--- src/hdl/ssc_pkg.sv ---
`default_nettype none

package ssc_pkg;

   localparam int MAX_SUM    = 1023;
   localparam int COUNT_BITS = 32;

   localparam int DEPTH  = MAX_SUM + 1;
   localparam int IDX_W  = $clog2(DEPTH);
   localparam int ELEM_W = 10;
   localparam int TGT_W  = 10;
   localparam int OUT_W  = 32;

   // common width for comparing sums, elements and the target
   localparam int CMP_W0 = (IDX_W > ELEM_W) ? IDX_W : ELEM_W;
   localparam int CMP_W  = (CMP_W0 > TGT_W) ? CMP_W0 : TGT_W;

   typedef logic [COUNT_BITS-1:0] count_type;
   typedef logic [IDX_W-1:0]      idx_type;

   localparam count_type COUNT_MAX = {COUNT_BITS{1'b1}};
   localparam count_type COUNT_ONE = count_type'(1);

   typedef struct packed {
      logic    shift;
      idx_type inj_pos;
   } cell_ctrl_type;

endpackage

`default_nettype wire

--- src/hdl/ssc_ctrl.sv ---
`default_nettype none

module ssc_ctrl import ssc_pkg::*; (
   input  wire logic              clock,
   input  wire logic              reset,
   input  wire logic              start,
   input  wire logic [ELEM_W-1:0] elem_value,
   input  wire logic              last_elem,
   input  wire logic              csr_wr_en,
   input  wire logic [TGT_W-1:0]  csr_wr_data,
   input  wire count_type         head,
   input  wire count_type         delayed,
   output      logic              busy,
   output      cell_ctrl_type     cell_ctrl,
   output      count_type         feedback,
   output      logic              rsp_valid,
   output      logic [OUT_W-1:0]  rsp_count,
   output      logic              rsp_sat
);

   typedef enum logic [1:0] {
      ST_IDLE = 2'b01,
      ST_RUN  = 2'b10
   } state_type;

   state_type          state_ff, state_in;
   idx_type            s_ff, s_in;
   logic [ELEM_W-1:0]  x_ff;
   logic               last_ff;
   logic [TGT_W-1:0]   target_ff;
   count_type          cap_ff, cap_in;
   logic               sat_ff, sat_in;
   logic               rsp_valid_ff, rsp_valid_in;
   logic [OUT_W-1:0]   rsp_count_ff, rsp_count_in;
   logic               rsp_sat_ff, rsp_sat_in;

   logic               accept;
   logic               running;
   logic               pass_end;
   logic               in_range;
   logic               target_hit;
   count_type          addend;
   logic [COUNT_BITS:0] sum;
   count_type          sum_sat;
   count_type          new_val;
   logic               hit_max;
   logic               sat_now;
   logic [ELEM_W:0]    x_minus1;
   logic [63:0]        cap_wide;
   logic               clamp;

   always_comb begin
      accept   = start && (state_ff == ST_IDLE);
      running  = (state_ff == ST_RUN);
      pass_end = running && (s_ff == IDX_W'(DEPTH - 1));

      in_range   = (CMP_W'(s_ff) >= CMP_W'(x_ff)) && (CMP_W'(s_ff) <= CMP_W'(target_ff));
      target_hit = (CMP_W'(s_ff) == CMP_W'(target_ff));

      // a zero element doubles the entry; otherwise add the entry x places back
      addend  = (x_ff == '0) ? head : delayed;
      sum     = {1'b0, head} + {1'b0, addend};
      sum_sat = sum[COUNT_BITS] ? COUNT_MAX : sum[COUNT_BITS-1:0];
      new_val = in_range ? sum_sat : head;
      hit_max = running && in_range && (sum_sat == COUNT_MAX);
      sat_now = sat_ff || hit_max;

      // the last element's pass writes back the empty-set table
      if (last_ff) begin
         feedback = (s_ff == '0) ? COUNT_ONE : '0;
      end else begin
         feedback = new_val;
      end

      x_minus1          = {1'b0, x_ff} - (ELEM_W+1)'(1);
      cell_ctrl.shift   = running;
      cell_ctrl.inj_pos = IDX_W'(x_minus1);

      cap_in = cap_ff;
      if (accept) begin
         cap_in = '0;
      end else if (running && target_hit) begin
         cap_in = new_val;
      end

      sat_in = (pass_end && last_ff) ? 1'b0 : sat_now;

      cap_wide     = 64'(cap_in);
      clamp        = cap_wide > 64'(OUT_W'({OUT_W{1'b1}}));
      rsp_valid_in = pass_end && last_ff;
      rsp_count_in = clamp ? {OUT_W{1'b1}} : cap_wide[OUT_W-1:0];
      rsp_sat_in   = sat_now || clamp;

      state_in = state_ff;
      s_in     = '0;
      case (state_ff)
         ST_IDLE: begin
            if (accept) begin
               state_in = ST_RUN;
            end
         end
         ST_RUN: begin
            if (pass_end) begin
               state_in = ST_IDLE;
            end else begin
               s_in = s_ff + IDX_W'(1);
            end
         end
         default: begin
            state_in = ST_IDLE;
         end
      endcase
   end

   always_ff @(posedge clock) begin
      if (reset) begin
         state_ff     <= ST_IDLE;
         s_ff         <= '0;
         target_ff    <= '0;
         sat_ff       <= 1'b0;
         rsp_valid_ff <= 1'b0;
      end else begin
         state_ff     <= state_in;
         s_ff         <= s_in;
         sat_ff       <= sat_in;
         rsp_valid_ff <= rsp_valid_in;
         if (csr_wr_en) begin
            target_ff <= csr_wr_data;
         end
      end
   end

   always_ff @(posedge clock) begin
      cap_ff <= cap_in;
      if (accept) begin
         x_ff    <= elem_value;
         last_ff <= last_elem;
      end
      if (rsp_valid_in) begin
         rsp_count_ff <= rsp_count_in;
         rsp_sat_ff   <= rsp_sat_in;
      end
   end

   assign busy      = running;
   assign rsp_valid = rsp_valid_ff;
   assign rsp_count = rsp_count_ff;
   assign rsp_sat   = rsp_sat_ff;

`ifndef NO_ASSERTIONS
   a_accept_runs: assert property (@(posedge clock) disable iff (reset)
      accept |=> (state_ff == ST_RUN) && (s_ff == '0))
      else $error("accepted request did not start a pass");

   a_idle_counter: assert property (@(posedge clock) disable iff (reset)
      (state_ff == ST_IDLE) |-> (s_ff == '0))
      else $error("sum counter moved while idle");

   a_rsp_after_last: assert property (@(posedge clock) disable iff (reset)
      rsp_valid_ff |-> $past(pass_end && last_ff))
      else $error("result without a finished last pass");

   a_rsp_single: assert property (@(posedge clock) disable iff (reset)
      rsp_valid_ff |=> !rsp_valid_ff)
      else $error("result strobe longer than one cycle");

   a_sat_cleared: assert property (@(posedge clock) disable iff (reset)
      rsp_valid_ff |-> !sat_ff)
      else $error("saturation flag not cleared after result");
`endif

endmodule

`default_nettype wire

--- config.mk ---
export PLATFORM = sky130hd
export DESIGN_NAME = ssc_ctrl
export DESIGN_NICKNAME = d
export VERILOG_FILES = /design/src/hdl/ssc_pkg.sv /design/src/hdl/ssc_ctrl.sv
export SDC_FILE = /design/constraint.sdc
export NUM_CORES = 1
export LEC_CHECK = 0
export BUFFER_PORTS_ARGS = -buffer_cell sky130_fd_sc_hd__buf_2
export CAP_MARGIN = 10
export CORE_MARGIN = 1.5
export CORE_UTILIZATION = 45
export CTS_BUF_LIST = sky130_fd_sc_hd__clkbuf_8
export DETAILED_ROUTE_END_ITERATION = 10
export PLACE_DENSITY = 0.72
export SYNTH_ARGS = -nofsm -noshare
export SYNTH_HDL_FRONTEND = slang
export SYNTH_SLANG_ARGS = --single-unit
--- constraint.sdc ---
create_clock -name clock -period 10.94 [get_ports clock]
set_input_delay 0 -clock clock [delete_from_list [all_inputs] [get_ports clock]]
set_output_delay 0 -clock clock [all_outputs]
set_load 0.005 [all_outputs]
==> results.cfg <==
[global_routing]
antenna_found_initial = 0
grt_pass1_wl_mm = 35.1
grt_max_degree = 65
first_global_vias = 6794
grt_overflow_total = 0
grt_usage_pct = 24.8

[die]
start_util_pct = 46.5
die_w_um = 132
die_y_um = 132
rows = 46
dieArea_um2 = 17400
io_pins = 167
core_area_um2 = 16100

[setup_path]
required_ns = 10.94
startpoint_type = flop
criticalPathCategory = flop to primary output
cp-end-kind = primary output
crit_arrival_ns = 5.11
critPathMaxFanout = 32

[synthesis]
ys.flop_type = dfxtp_1
avgSynthCellArea_um2 = 8.50
ys_seq_area_share_pct = 32.7
synth_top_area_share_pct = 17.7
yosysTopAreaCell = edfxtp_1
synthSimpleGateAreaFrac_pct = 21.7
syn-instance-count = 878
synth-seq-cells = 100
synth_cell_types = 80
ys_warn_count = 0
ys_top_cells_by_area = edfxtp_1 18%, dfxtp_1 15%, ha_1 9.7%, nor2_1 5.1%, mux2_2 4.8%
synth_nets = 1026
syn_area_um2 = 7460
synth_edf_count = 44
synth-compound-area-share_pct = 21.4
synthXorXnorAreaFrac_pct = 3.29
synthMuxAreaShare_pct = 6.44
synth_top_family_by_area = simple AND/OR/NAND/NOR gates
synth_fa_ha_area_share_pct = 9.99
async_reset_ff_share_pct = 0

[finish]
diodes = 0
mostFrequentLayoutCells = 166 x buf_2, 101 x nor2_1, 75 x nand2_1
nNetsFinal = 1197
multi_input_area_um2 = 4700
regArea_um2 = 2440
final_common_cell = buf_2
area_delta_synth_final_pct = 20.1
nFillCells = 1481
drive_gt1_share_pct = 23.1

[sta]
worst_pin_slew_ns = 1.04
slew_headroom_pct = 31.0
layout_min_cycle_time_ns = 5.11
fmax_mhz = 196
hold_violations = 0
rsz0062_at_grt = false
fin_skew_ns = 0.0138
hold_ws_ns = 0.0795
drv_slew = 0
setup_viol = 0
period_share_pct = 46.7
setup-tns-final_ns = 0

[detailed_routing]
vias = 7332
drc = 0
wirelength_mm = 22.3
final_antenna_net_count = 0
viasPerCell = 5.77
drt_first_pass_iters = 5
first_iter_violations = 686
wl_per_cell_um = 17.6

[power]
irDropWorstVdd_mv = 0.0598
p_leak_uw = 0.00377
power_density_nw_per_um2 = 101

[place]
gp_congestion = 0.981
port-buffer-count = 166
dp_hpwl_mm = 17.3

[clock_network]
h-tree-depth = 3
clock_latency_ns = 0.37
path_clk_slew_ns = 0.09
cts_tree = done
cts_sinks = 100
cts_resized = 0
clockBufferDepth = 2
cts-buffers-inserted = 9
cts_root_buf = clkbuf_8

[run]
maxCapViolCount = 0

[status]
status = complete, no violations

[hold_path]
hold_class = input pin to flop
cell families after synthesis:
logic type,after synthesis
compound gates,238
flops,100
xor+xnor,28
simple gates,327
buf+inv,82
mux,44
fa+ha+maj,59
power by group:
group | total [uW] | switching, uW | leakage (uW) | internal [uW]
clock | 246 | 131 | 0.000105 | 114
sequential | 399 | 3.70 | 0.000864 | 395
combinational | 264 | 158 | 0.00280 | 106
total | 908 | 293 | 0.00377 | 615
worst max-delay path, cell delays in order, from the launching register on:
cell,delay [ns]
edfxtp_1,0.43
inv_1,0.15
ha_1,0.16
nand3_1,0.11
nor4_2,0.20
buf_4,0.42
mux2_2,0.39
ha_1,0.19
inv_1,0.07
fa_1,0.20
nand2b_1,0.18
a21oi_2,0.12
o31a_1,0.37
o311a_2,0.44
nor3_4,0.10
buf_4,0.35
nand2_1,0.25
o22ai_1,0.38
nor2_1,0.08
buf_2,0.14
registers in the layout (all words and copies together), names as in the netlist:
name	flops
rsp_count	32
x_ff	10
sat_ff	1
last_ff	1
rsp_valid	1
s_ff	10
target_ff	10
rsp_sat	1
cap_ff	32
state_ff	2
layer usage:
metal	GRT usage, %	wire, um	up-vias	part of all wire, %
met4	6.85	452	0	2.0
met3	1.88	1350	36	6.0
met5	0	0	-	0
met2	41.9	10600	317	47
li1	-	-	3585	-
met1	34.4	9910	3394	44
synth_stat cells, drive strengths merged, types with 9 or more instances:
cell type	n
nor3	19
and2	24
dfxtp	56
nand4	17
inv	37
mux2i	12
nand2	75
buf	10
a21o	15
o211ai	14
o21ai	58
nor2	101
xnor2	20
a21oi	61
ha	58
mux2	32
edfxtp	44
nand2b	11
and3	9
nand3	27
a211oi	10
a311oi	12
clkbuf	34
nor4	10
timing repair:
action | in CTS | in global routing
hold endpoints to repair | 22 | 0
setup buffers | 0 | 0
hold buffers | 32 | 0
through the flow:
stage | util, % | cells | area, um^2 | power (uW) | setup slack [ns]
floorplan | - | 878 | 7460 | 578 | 6.47
CTS | 55.8 | 1270 | 8960 | 906 | 5.85
detailed placement | 52.5 | 1222 | 8430 | 654 | 5.94
global placement | 52.5 | 1222 | 8430 | 652 | 6.08
global route | 55.8 | 1270 | 8960 | 951 | 5.52
finish | 55.8 | 1270 | 8960 | 908 | 5.83
final timing paths:
| check | startpoint | end | slack [ns] | cells after the start |
|---|---|---|---|---|
| hold / removal | head[28] | cap_ff[28] | 0.08 | 3 |
| hold reg to reg | cap_ff[20] | cap_ff[20] | 0.46 | 2 |
| setup / recovery | x_ff[0] | feedback[29] | 5.83 | 19 |
| setup reg to reg | x_ff[0] | rsp_count[24] | 5.90 | 19 |
area by class of cell:
type / count / share of cell area [%]
inverter: 38 / 1.59
timing repair buffer: 204 / 13.3
sequential: 100 / 27.3
tap: 216 / 3.02
clock buffer: 10 / 1.54
clock inverter: 6 / 0.782
multi-input combinational: 696 / 52.5
Power figures use the tool's default switching activity.
