$ cat src/hdl/ssc_pkg.sv
`default_nettype none

package ssc_pkg;

   localparam int MAX_SUM    = 1023;
   localparam int COUNT_BITS = 32;

   localparam int DEPTH  = MAX_SUM + 1;
   localparam int IDX_W  = $clog2(DEPTH);
   localparam int ELEM_W = 10;
   localparam int TGT_W  = 10;
   localparam int OUT_W  = 32;

   // common width for comparing sums, elements and the target
   localparam int CMP_W0 = (IDX_W > ELEM_W) ? IDX_W : ELEM_W;
   localparam int CMP_W  = (CMP_W0 > TGT_W) ? CMP_W0 : TGT_W;

   typedef logic [COUNT_BITS-1:0] count_type;
   typedef logic [IDX_W-1:0]      idx_type;

   localparam count_type COUNT_MAX = {COUNT_BITS{1'b1}};
   localparam count_type COUNT_ONE = count_type'(1);

   typedef struct packed {
      logic    shift;
      idx_type inj_pos;
   } cell_ctrl_type;

endpackage

`default_nettype wire

$ cat src/hdl/ssc_cell.sv
`default_nettype none

module ssc_cell import ssc_pkg::*; (
   input  wire logic          clock,
   input  wire logic          reset,
   input  wire cell_ctrl_type ctrl,
   input  wire idx_type       cell_index,
   input  wire count_type     cnt_from_next,
   input  wire count_type     dly_from_next,
   input  wire count_type     inject,
   output      count_type     cnt,
   output      count_type     dly
);

   count_type cnt_ff, cnt_in;
   count_type dly_ff, dly_in;

   always_comb begin
      cnt_in = ctrl.shift ? cnt_from_next : cnt_ff;
      dly_in = dly_ff;
      if (ctrl.shift) begin
         // the stream enters the delay line at the cell one short of the element
         dly_in = (cell_index == ctrl.inj_pos) ? inject : dly_from_next;
      end
   end

   always_ff @(posedge clock) begin
      if (reset) begin
         cnt_ff <= (cell_index == '0) ? COUNT_ONE : '0;
      end else begin
         cnt_ff <= cnt_in;
      end
   end

   always_ff @(posedge clock) begin
      dly_ff <= dly_in;
   end

   assign cnt = cnt_ff;
   assign dly = dly_ff;

endmodule

`default_nettype wire

$ cat config.mk
export PLATFORM = sky130hd
export DESIGN_NAME = ssc_cell
export DESIGN_NICKNAME = d
export VERILOG_FILES = /design/src/hdl/ssc_pkg.sv /design/src/hdl/ssc_cell.sv
export SDC_FILE = /design/constraint.sdc
export NUM_CORES = 1
export LEC_CHECK = 0
export BUFFER_PORTS_ARGS = -buffer_cell sky130_fd_sc_hd__buf_4
export CORE_UTILIZATION = 37
export DETAILED_ROUTE_END_ITERATION = 7
export GPL_TIMING_DRIVEN = 0
export HOLD_SLACK_MARGIN = 0.03
export PLACE_DENSITY = 0.79
export SLEW_MARGIN = 0
export SYNTH_ARGS = -nofsm -noshare
export SYNTH_HDL_FRONTEND = slang
export SYNTH_SLANG_ARGS = --single-unit
$ cat constraint.sdc
create_clock -name clock -period 1.5 [get_ports clock]
set_input_delay 0.075 -clock clock [delete_from_list [all_inputs] [get_ports clock]]
set_output_delay 0.075 -clock clock [all_outputs]
set_load 0.005 [all_outputs]
==> results of run 1 <==
[power groups by stage]
stage | clock, mW | combinational (mW) | sequential, mW
global placement | 0 | 0.634 | 2.21
global route | 1.66 | 0.716 | 2.19
floorplan | 0 | 0.120 | 2.24
finish | 1.54 | 0.663 | 2.18
detailed placement | 0 | 0.651 | 2.22
CTS | 1.57 | 0.669 | 2.18
[sequential cells by signal, indices dropped and copies added (netlist names)]
signal  cells
dly        32
cnt        32
[final cells by class]
cell class                 instances  area [um2]
inverter                           1        3.75
multi-input combinational         82         709
tap                               96         120
clock buffer                      10         128
timing repair buffer             193        1470
clock inverter                     5        72.6
sequential                        64        1920
buffer                             6        45.0
fill                             538        2430
[layer usage]
metal	vias up	GRT usage
met1	903	0.173
met3	13	0.0635
li1	974	-
met4	0	0.0820
met5	-	0
met2	114	0.327
[layout by cell type, fill, tap and decap left out, drive strengths merged, types with 2 or more instances in the layout]
master and instances:
buf 187, clkbuf 13, xor2 2, xnor2 8
clkinv 3, mux2 32, nor2b 31, bufinv 2
edfxtp 64, nand4 3, dlygate4sd3 9, nor4 3
[metrics by stage]
step,util,setup WS [ps]
after floorplan,-,-2.40
after global placement,0.603,-308
after detailed placement,0.603,-381
after CTS,0.644,11.5
after global routing,0.647,95.7
final,0.647,127
[kinds of logic (layout without fill, tap and decap cells)]
kind of cell | Yosys count | count (layout) | synth area share
DFF | 64 | 64 | 0.717
and+or+nand+nor | 39 | 39 | 0.0957
muxes | 32 | 32 | 0.134
xor gates and xnor gates | 10 | 10 | 0.0327
buffers and inverters | 7 | 215 | 0.0182
AOI/OAI and AO/OA | 1 | 1 | 0.00187
[worst paths after layout]
check	end	slack, ps	cells after the start
setup / recovery	dly[14]	130	7
hold / removal	cnt[2]	40	2
[repair_timing]
action,CTS,global route
endpoints found under the setup margin,30,29
pin swaps,1,1
gates resized for setup,0,0
setup buffers,0,2
hold endpoints to repair,7,1
hold buffers,8,1
==> summary.txt, run 1 <==
Power
  • Switching share of total power: 0.202
  • Final Power: ~4.4 mW
  • Fraction of power consumed by sequential logic: 0.497
  • Internal Pwr Total: 3.50 mW
  • Clock share of power: 0.352
  • Peak ir drop on the vdd network: between 0.0006 and 0.0007 V
  • PD cells: ~980 nW/um2
  • Relative contribution of combinational cells to total power: 0.151
  • Static leakage power: 1.93 nW
  • Switching power: approximately 0.89 mW

Timing
  • Transition at the pin with the smallest max-transition slack: roughly 740 ps
  • Fmax achieved: between 700 and 800 MHz
  • Setup-failing EPs final: 0
  • Pins Over Slew Limit: 0
  • Final worst path period need: 1370 ps
  • Tcrit/Tclk final: 0.916
  • Hold Fails Final Rpt: 0
  • Setup TNS: 0 ps
  • Setup repair after global routing missed its margin: no
  • Final hold slack: ~44 ps
  • Slew Limit Headroom: 0.508

Setup path
  • Class of the most critical setup path: in -> reg
  • CP peak stage delay: 350 ps
  • Top fanout value on the critical path: 10
  • Critical path endpoint category: flop
  • Series of cell instances along the critical path: buf_4, xnor2_1, nand4_1, nor4_4, buf_4, buf_6, mux2_2
  • Kind of cell adding the most delay to the critical path: buffers and inverters
  • Crit path buffers/inverters: 3
  • Most numerous cell on the critical path: buf_4
  • Worst setup path startpoint: ctrl[4]
  • Slowest library cell on the worst path: mux2_2
  • CP Data Required Time: approximately 1600 ps
  • Signal arrival time at the worst endpoint: around 1400 ps
  • Type of element launching the critical path: input port

Finish
  • Final Net Count: between 400 and 500
  • Final Instance Count excl. Fillers: 457
  • Synthesis-to-layout area growth: 66.9%
  • Antenna diode count: 0
  • Share of layout cells above drive strength 1: 0.640
  • Post-layout instance area: around 4500 um2

Yosys
  • Number of nets in the synthesized netlist: about 270
  • Predominant post-synthesis flop cell: edfxtp_1
  • Portion of synthesized cell area occupied by the leading cell type: 0.717
  • Number of synthesized flops with an enable pin: 64
  • Number of synthesis warnings: 0
  • Cell count after synthesis: ~150
  • Cell type with the highest aggregate area in the netlist: edfxtp_1
  • Avg Synthesized Cell Area: between 15 and 20 um2
  • Synth cell count leaders: 64 x edfxtp_1, 31 x nor2b_1, 30 x mux2_2
  • Number of distinct library cells after synthesis: 15
  • Sequential fraction of the synthesis area: 0.717
  • Post-synth ARST share: 0
  • Seq cells post-synth: 64
  • Most frequent cell after synthesis: edfxtp_1
  • Synth Cell Area: ~2700 um2
  • Largest cells by area after synthesis: edfxtp_1 72%, mux2_2 13%, nor2b_1 7.2%

Detailed routing
  • Post-route DRC violation count: 0
  • Metal1 wirelength: between 2 and 2.5 mm
  • Number of detailed-route iterations in the first pass: 2
  • Final ANT Viol Nets: 0
  • Wire length on met2: roughly 3.7 mm
  • Number of violations reported at the end of detailed-routing iteration 0: 45
  • Per-cell via count in the routed design: 4.39
  • Top routing layer in use: met4
  • Vias post-DR: between 2,000 and 2,500
  • Post-detailed-route wirelength per cell: roughly 15 um
  • Met3 WL: 583 um
  • Final wirelength: between 6 and 7 mm

Global route
  • All-layer global routing usage: 0.176
  • GR Overflow Total: 0
  • Global-route wire length before repair: ~9.6 mm
  • Largest net degree at the start of global routing: 34
  • Vias in the first global route: 2,115
  • Number of antenna violations at the first check in global routing: 0

CTS
  • CTS tree: built
  • Clock transition at the registers of the reported paths: 70 ps
  • Number of H-tree levels: 3
  • CTS Buf Count: 9
  • Clock root buffer: clkbuf_8
  • Sinks on the clock net: 64
  • Number of buffers on the longest clock path: 2

Place
  • Final weighted congestion in routability-driven placement: a little under 0.7
  • Post-place instance area: between 4000 and 5000 um2
  • Placed wire-length estimate: between 5 and 6 mm
  • Cell Count Post-Placement: around 430
  • Count of buffers inserted at the top-level ports: ~180

Min path
  • Start point of the worst min-delay path: cnt_from_next[2]
  • Class of the tightest hold or removal check: in -> reg

Run
  • Max-Cap Viols: 0

Die
  • Height of the die: slightly below 90 um
  • Initial standard-cell utilization of the core: 0.388
  • Width of the die: around 87 um
  • Number of standard-cell rows in the floorplan: 30
  • Boundary pin count: between 150 and 200
  • Core footprint: between 6000 and 7000 um2
  • Area enclosed by the die boundary: 7590 um2

Status
  • Run status: finished clean
No activity file was read; power rests on OpenSTA's default activity.
==> inputs of run 2 (changes only) <==
Settings changed: CORE_UTILIZATION 37 to 45, HOLD_SLACK_MARGIN 0.03 to not set, PLACE_DENSITY 0.79 to 0.89, REMOVE_ABC_BUFFERS set to 1.
Clock period 1.5 ns to 1.6 ns, I/O delays scaled along.
==> run 2 against run 1 <==
  * Die area down 17%
  * Critical path depth stayed put
  * Via count grew 1.8%
  * Largest power group unchanged
  * Design area fell by 3.3%
  * Worst setup slack got worse by 25 ps
  * Wire length rose by 7.7%
  * Sequential power shrank 6%
  * Sequential share of layout area up 1.5 points
  * Sequential cell count did not move
  * Hold slack worse by 3.9 ps
  * Clock power is 7% lower
  * Global-route usage rose by 6.4 points
==> summary.txt, run 2 (same netlist as run 1, synthesis figures left out) <==
Status
  • Run status: finished clean

Timing
  • Hold Fails Final Rpt: 0
  • Setup TNS: 0 ps
  • Setup-failing EPs final: 0
  • Worst-case setup margin in the final layout: 101 ps
  • Tcrit/Tclk final: 0.937
  • Final hold slack: 40.0 ps
  • Final worst path period need: between 1000 and 1500 ps
  • Slew Limit Headroom: 0.521
  • Transition at the pin with the smallest max-transition slack: approximately 700 ps
  • Setup repair after global routing missed its margin: no
  • Pins Over Slew Limit: 0
  • Fmax achieved: about 670 MHz

Finish
  • Final Net Count: roughly 460
  • Antenna diode count: 0
  • Synthesis-to-layout area growth: 61.3%
  • Leading cell type in the layout, fill and taps excluded: buf_4
  • Most used cells in the layout excluding fill and tap cells: 183 x buf_4, 64 x edfxtp_1, 31 x nor2b_1
  • Share of layout cells above drive strength 1: 0.657

CTS
  • Number of H-tree levels: 3
  • Quantity of gates resized following cts: 0
  • Clock root buffer: clkbuf_8
  • Sinks on the clock net: 64
  • Hold-fix buffers, CTS: 0
  • Clock transition at the registers of the reported paths: approximately 70 ps
  • Post-CTS Setup Inserts: 1
  • CTS Buf Count: 9
  • CTS tree: built
  • Number of buffers on the longest clock path: 2

Setup path
  • CP peak stage delay: 360 ps
  • Top fanout value on the critical path: 16
  • Series of cell instances along the critical path: buf_4, xnor2_1, nand4_1, nor4_4, buf_6, buf_8, mux2_2
  • Critical path endpoint category: flop
  • Slowest library cell on the worst path: mux2_2
  • Crit path buffers/inverters: 3
  • Kind of cell adding the most delay to the critical path: buffers and inverters
  • CP Data Required Time: between 1500 and 2000 ps
  • Class of the most critical setup path: in -> reg
  • Signal arrival time at the worst endpoint: ~1600 ps
  • Type of element launching the critical path: input port

Detailed routing
  • Post-detailed-route wirelength per cell: 17.2 um
  • Vias post-DR: 2,041
  • Final wirelength: ~7 mm
  • Post-route DRC violation count: 0
  • Number of violations reported at the end of detailed-routing iteration 0: between 100 and 150
  • Final ANT Viol Nets: 0
  • Number of detailed-route iterations in the first pass: 4
  • Per-cell via count in the routed design: around 4.9

Global route
  • Global-route wire length before repair: 10.8 mm
  • All-layer global routing usage: 0.239
  • GR Overflow Total: 0
  • Largest net degree at the start of global routing: 35
  • Number of antenna violations at the first check in global routing: 0
  • Vias in the first global route: about 2,200

Place
  • Final weighted congestion in routability-driven placement: 0.818
  • Count of buffers inserted at the top-level ports: ~180
  • Pre-CTS setup slack: -574 ps
  • Placed wire-length estimate: roughly 5.4 mm

Die
  • Area enclosed by the die boundary: 6270 um2
  • Number of standard-cell rows in the floorplan: 27
  • Height of the die: between 70 and 80 um
  • Core footprint: around 5600 um2
  • Width of the die: 79.2 um
  • Initial standard-cell utilization of the core: 0.478
  • Boundary pin count: ~180

Run
  • Max-Cap Viols: 0

Power
  • PD cells: 945 nW/um2
  • Static leakage power: 1.87 nW
  • Final Power: between 4 and 5 mW
  • Peak ir drop on the vdd network: about 0.00066 V

Min path
  • Class of the tightest hold or removal check: in -> reg
## run 2: changes by cell type in the layout (fill, tap and decap cells not counted)
cell           delta
clkinv_1          +2
buf_4             -1
clkinv_2          -1
buf_8             +1
buf_6             -2
clkbuf_1          -4
dlygate4sd3_1     -9
## run 2: through the flow
step,area (um2),instances,utilization
detailed placement,4120,403,0.734
floorplan,2640,147,-
global placement,4090,401,0.730
finish,4320,419,0.771
global route,4320,419,0.771
CTS,4320,419,0.771
## run 2: area by class of cell
class                           instances  area (um2)
Inverter                                1        3.75
Clock buffer                            9         124
Tap cell                               72        90.1
Fill cell                             360        1280
Timing Repair Buffer                  185        1400
Multi-Input combinational cell         82         709
Sequential cell                        64        1920
Clock inverter                          6        75.1
## run 2: path summary, 6_finish.rpt
kind              slack (ps)  endpoint  cells after the start        startpoint
hold / removal            40    cnt[5]                      2  cnt_from_next[5]
setup / recovery         100   dly[17]                      7     cell_index[0]
## run 2: layer usage
metal,wire (um),track usage,up-vias
li1,-,-,947
met1,2420,0.240,951
met2,3790,0.423,125
met3,767,0.0828,18
met4,216,0.145,0
met5,0,0,-
## run 2: power breakdown
group          internal (mW)  total (mW)  switching (mW)  leakage (nW)
clock                  0.847        1.43           0.586        0.0992
combinational          0.405       0.608           0.203          1.12
sequential              2.00        2.04          0.0404         0.652
==> inputs of run 3 (changes only) <==
Settings changed: MAX_ROUTING_LAYER set to met4.
==> run 3 against run 2 <==
  * Via count increased by 0.64%
  * Total power about the same
  * Sequential power about the same
  * Non-clock buffer count unchanged
  * Critical path type unchanged
  * Maximum frequency decreased by 0.19%
  * Design area unchanged
  * Final cell count unchanged
  * Wire length increased by 0.47%
  * Global-route usage increased by 0.68 points
  * Clock power about the same
==> summary.txt, run 3 (same netlist as run 1, synthesis figures left out) <==
Status
  • Run status: finished clean

Global route
  • Number of antenna violations at the first check in global routing: 0
  • Largest net degree at the start of global routing: 35
  • All-layer global routing usage: 0.246
  • Vias in the first global route: 2,196
  • GR Overflow Total: 0
  • Global-route wire length before repair: about 11 mm

Power
  • Clock share of power: 0.350
  • Switching power: between 0.8 and 0.9 mW
  • Final Power: between 4 and 5 mW
  • Internal Pwr Total: 3.26 mW
  • Peak ir drop on the vdd network: 0.000655 V
  • PD cells: between 900 and 1000 nW/um2
  • Static leakage power: 1.87 nW
  • Relative contribution of combinational cells to total power: 0.149
  • Fraction of power consumed by sequential logic: 0.501
  • Switching share of total power: 0.203

Die
  • Area enclosed by the die boundary: around 6300 um2
  • Number of standard-cell rows in the floorplan: 27
  • Core footprint: about 5600 um2
  • Width of the die: slightly below 80 um
  • Boundary pin count: ~180
  • Height of the die: 79.2 um
  • Initial standard-cell utilization of the core: 0.478

CTS
  • Clock transition at the registers of the reported paths: approximately 70 ps
  • Quantity of gates resized following cts: 0
  • Sinks on the clock net: 64
  • Number of H-tree levels: 3
  • CTS tree: built
  • Hold-fix buffers, CTS: 0
  • Post-CTS Setup Inserts: 1
  • CTS Buf Count: 9
  • Clock root buffer: clkbuf_8
  • Number of buffers on the longest clock path: 2

Finish
  • Register Area: 1920 um2
  • Leading cell type in the layout, fill and taps excluded: buf_4
  • Count of filler cells inserted in the layout: 360
  • Synthesis-to-layout area growth: 61.3%
  • Share of the core filled with cells in the final layout: 0.771
  • Antenna diode count: 0
  • Final Net Count: about 460
  • Area of the multi-input gates: between 700 and 800 um2
  • Most used cells in the layout excluding fill and tap cells: 183 x buf_4, 64 x edfxtp_1, 31 x nor2b_1
  • Post-layout instance area: 4320 um2
  • Share of layout cells above drive strength 1: 0.657

Setup path
  • Critical path endpoint category: flop
  • Top fanout value on the critical path: 16
  • Series of cell instances along the critical path: buf_4, xnor2_1, nand4_1, nor4_4, buf_6, buf_8, mux2_2
  • Type of element launching the critical path: input port
  • Slowest library cell on the worst path: mux2_2
  • Class of the most critical setup path: in -> reg
  • Signal arrival time at the worst endpoint: approximately 1600 ps
  • CP peak stage delay: ~360 ps
  • CP Data Required Time: 1680 ps

Run
  • Max-Cap Viols: 0

Timing
  • Fmax achieved: between 600 and 700 MHz
  • Hold Fails Final Rpt: 0
  • Pins Over Slew Limit: 0
  • Setup TNS: 0 ps
  • Slew Limit Headroom: 0.519
  • Final hold slack: 42.0 ps
  • Setup-failing EPs final: 0
  • Final worst path period need: about 1500 ps
  • Setup repair after global routing missed its margin: no
  • Tcrit/Tclk final: 0.938
  • Transition at the pin with the smallest max-transition slack: between 700 and 800 ps

Min path
  • Hold Path End: cnt[31]
  • Worst Hold Depth: 2
  • Start point of the worst min-delay path: cnt_from_next[31]
  • Class of the tightest hold or removal check: in -> reg

Place
  • Post-place instance area: between 4000 and 5000 um2
  • Final weighted congestion in routability-driven placement: 0.830
  • Placed wire-length estimate: about 5.4 mm
  • Count of buffers inserted at the top-level ports: ~180

Detailed routing
  • Final ANT Viol Nets: 0
  • Post-detailed-route wirelength per cell: 17.3 um
  • Number of detailed-route iterations in the first pass: 4
  • Post-route DRC violation count: 0
  • Final wirelength: ~7.2 mm
  • Number of violations reported at the end of detailed-routing iteration 0: 126
  • Vias post-DR: 2,054
  • Per-cell via count in the routed design: approximately 4.9
[run 3: cell counts in the layout (fill, tap and decap cells not counted)]
No cell type changed its count.
[run 3: how the worst max path moves through the flow]
stage | from | cells after the start | end
floorplan | ctrl[5] | 4 | dly[0]
global placement | cell_index[1] | 5 | dly[30]
detailed placement | cell_index[1] | 7 | dly[17]
CTS | cell_index[0] | 7 | dly[17]
global route | cell_index[0] | 7 | dly[17]
finish | cell_index[0] | 7 | dly[17]
[run 3: power groups by stage]
stage / registers [mW] / clock network [mW] / logic (mW)
after CTS: 2.05 / 1.45 / 0.613
after global routing: 2.06 / 1.51 / 0.654
after detailed placement: 2.08 / 0 / 0.611
final: 2.04 / 1.43 / 0.609
after floorplan: 2.10 / 0 / 0.104
after global placement: 2.07 / 0 / 0.596
[run 3: worst max-delay path, delay by kind of cell]
family / cells / cell delay [ps]
xor gates and xnor gates: 1 / 150
buffers and inverters: 3 / 510
muxes: 1 / 360
and+or+nand+nor: 2 / 470
[run 3: metrics by stage]
step / std cells / setup slack, ps
global placement: 401 / -1170
finish: 419 / 98.6
CTS: 419 / 111
detailed placement: 403 / -574
global route: 419 / 4.88
floorplan: 147 / -568
[run 3: final cells by class]
| class | count | share of cell area |
|---|---|---|
| sequential | 64 | 0.444 |
| timing repair buffer | 185 | 0.324 |
| multi-input combinational | 82 | 0.164 |
| clock buffer | 9 | 0.0286 |
| tap | 72 | 0.0208 |
| clock inverter | 6 | 0.0174 |
| inverter | 1 | 0.000868 |
[run 3: per-layer routing]
| layer | vias to the layer above | routed length, um | GRT usage |
|---|---|---|---|
| met2 | 126 | 3810 | 0.420 |
| met1 | 960 | 2550 | 0.254 |
| li1 | 947 | - | - |
| met3 | 21 | 671 | 0.0632 |
| met4 | 0 | 204 | 0.149 |
| met5 | - | 0 | - |
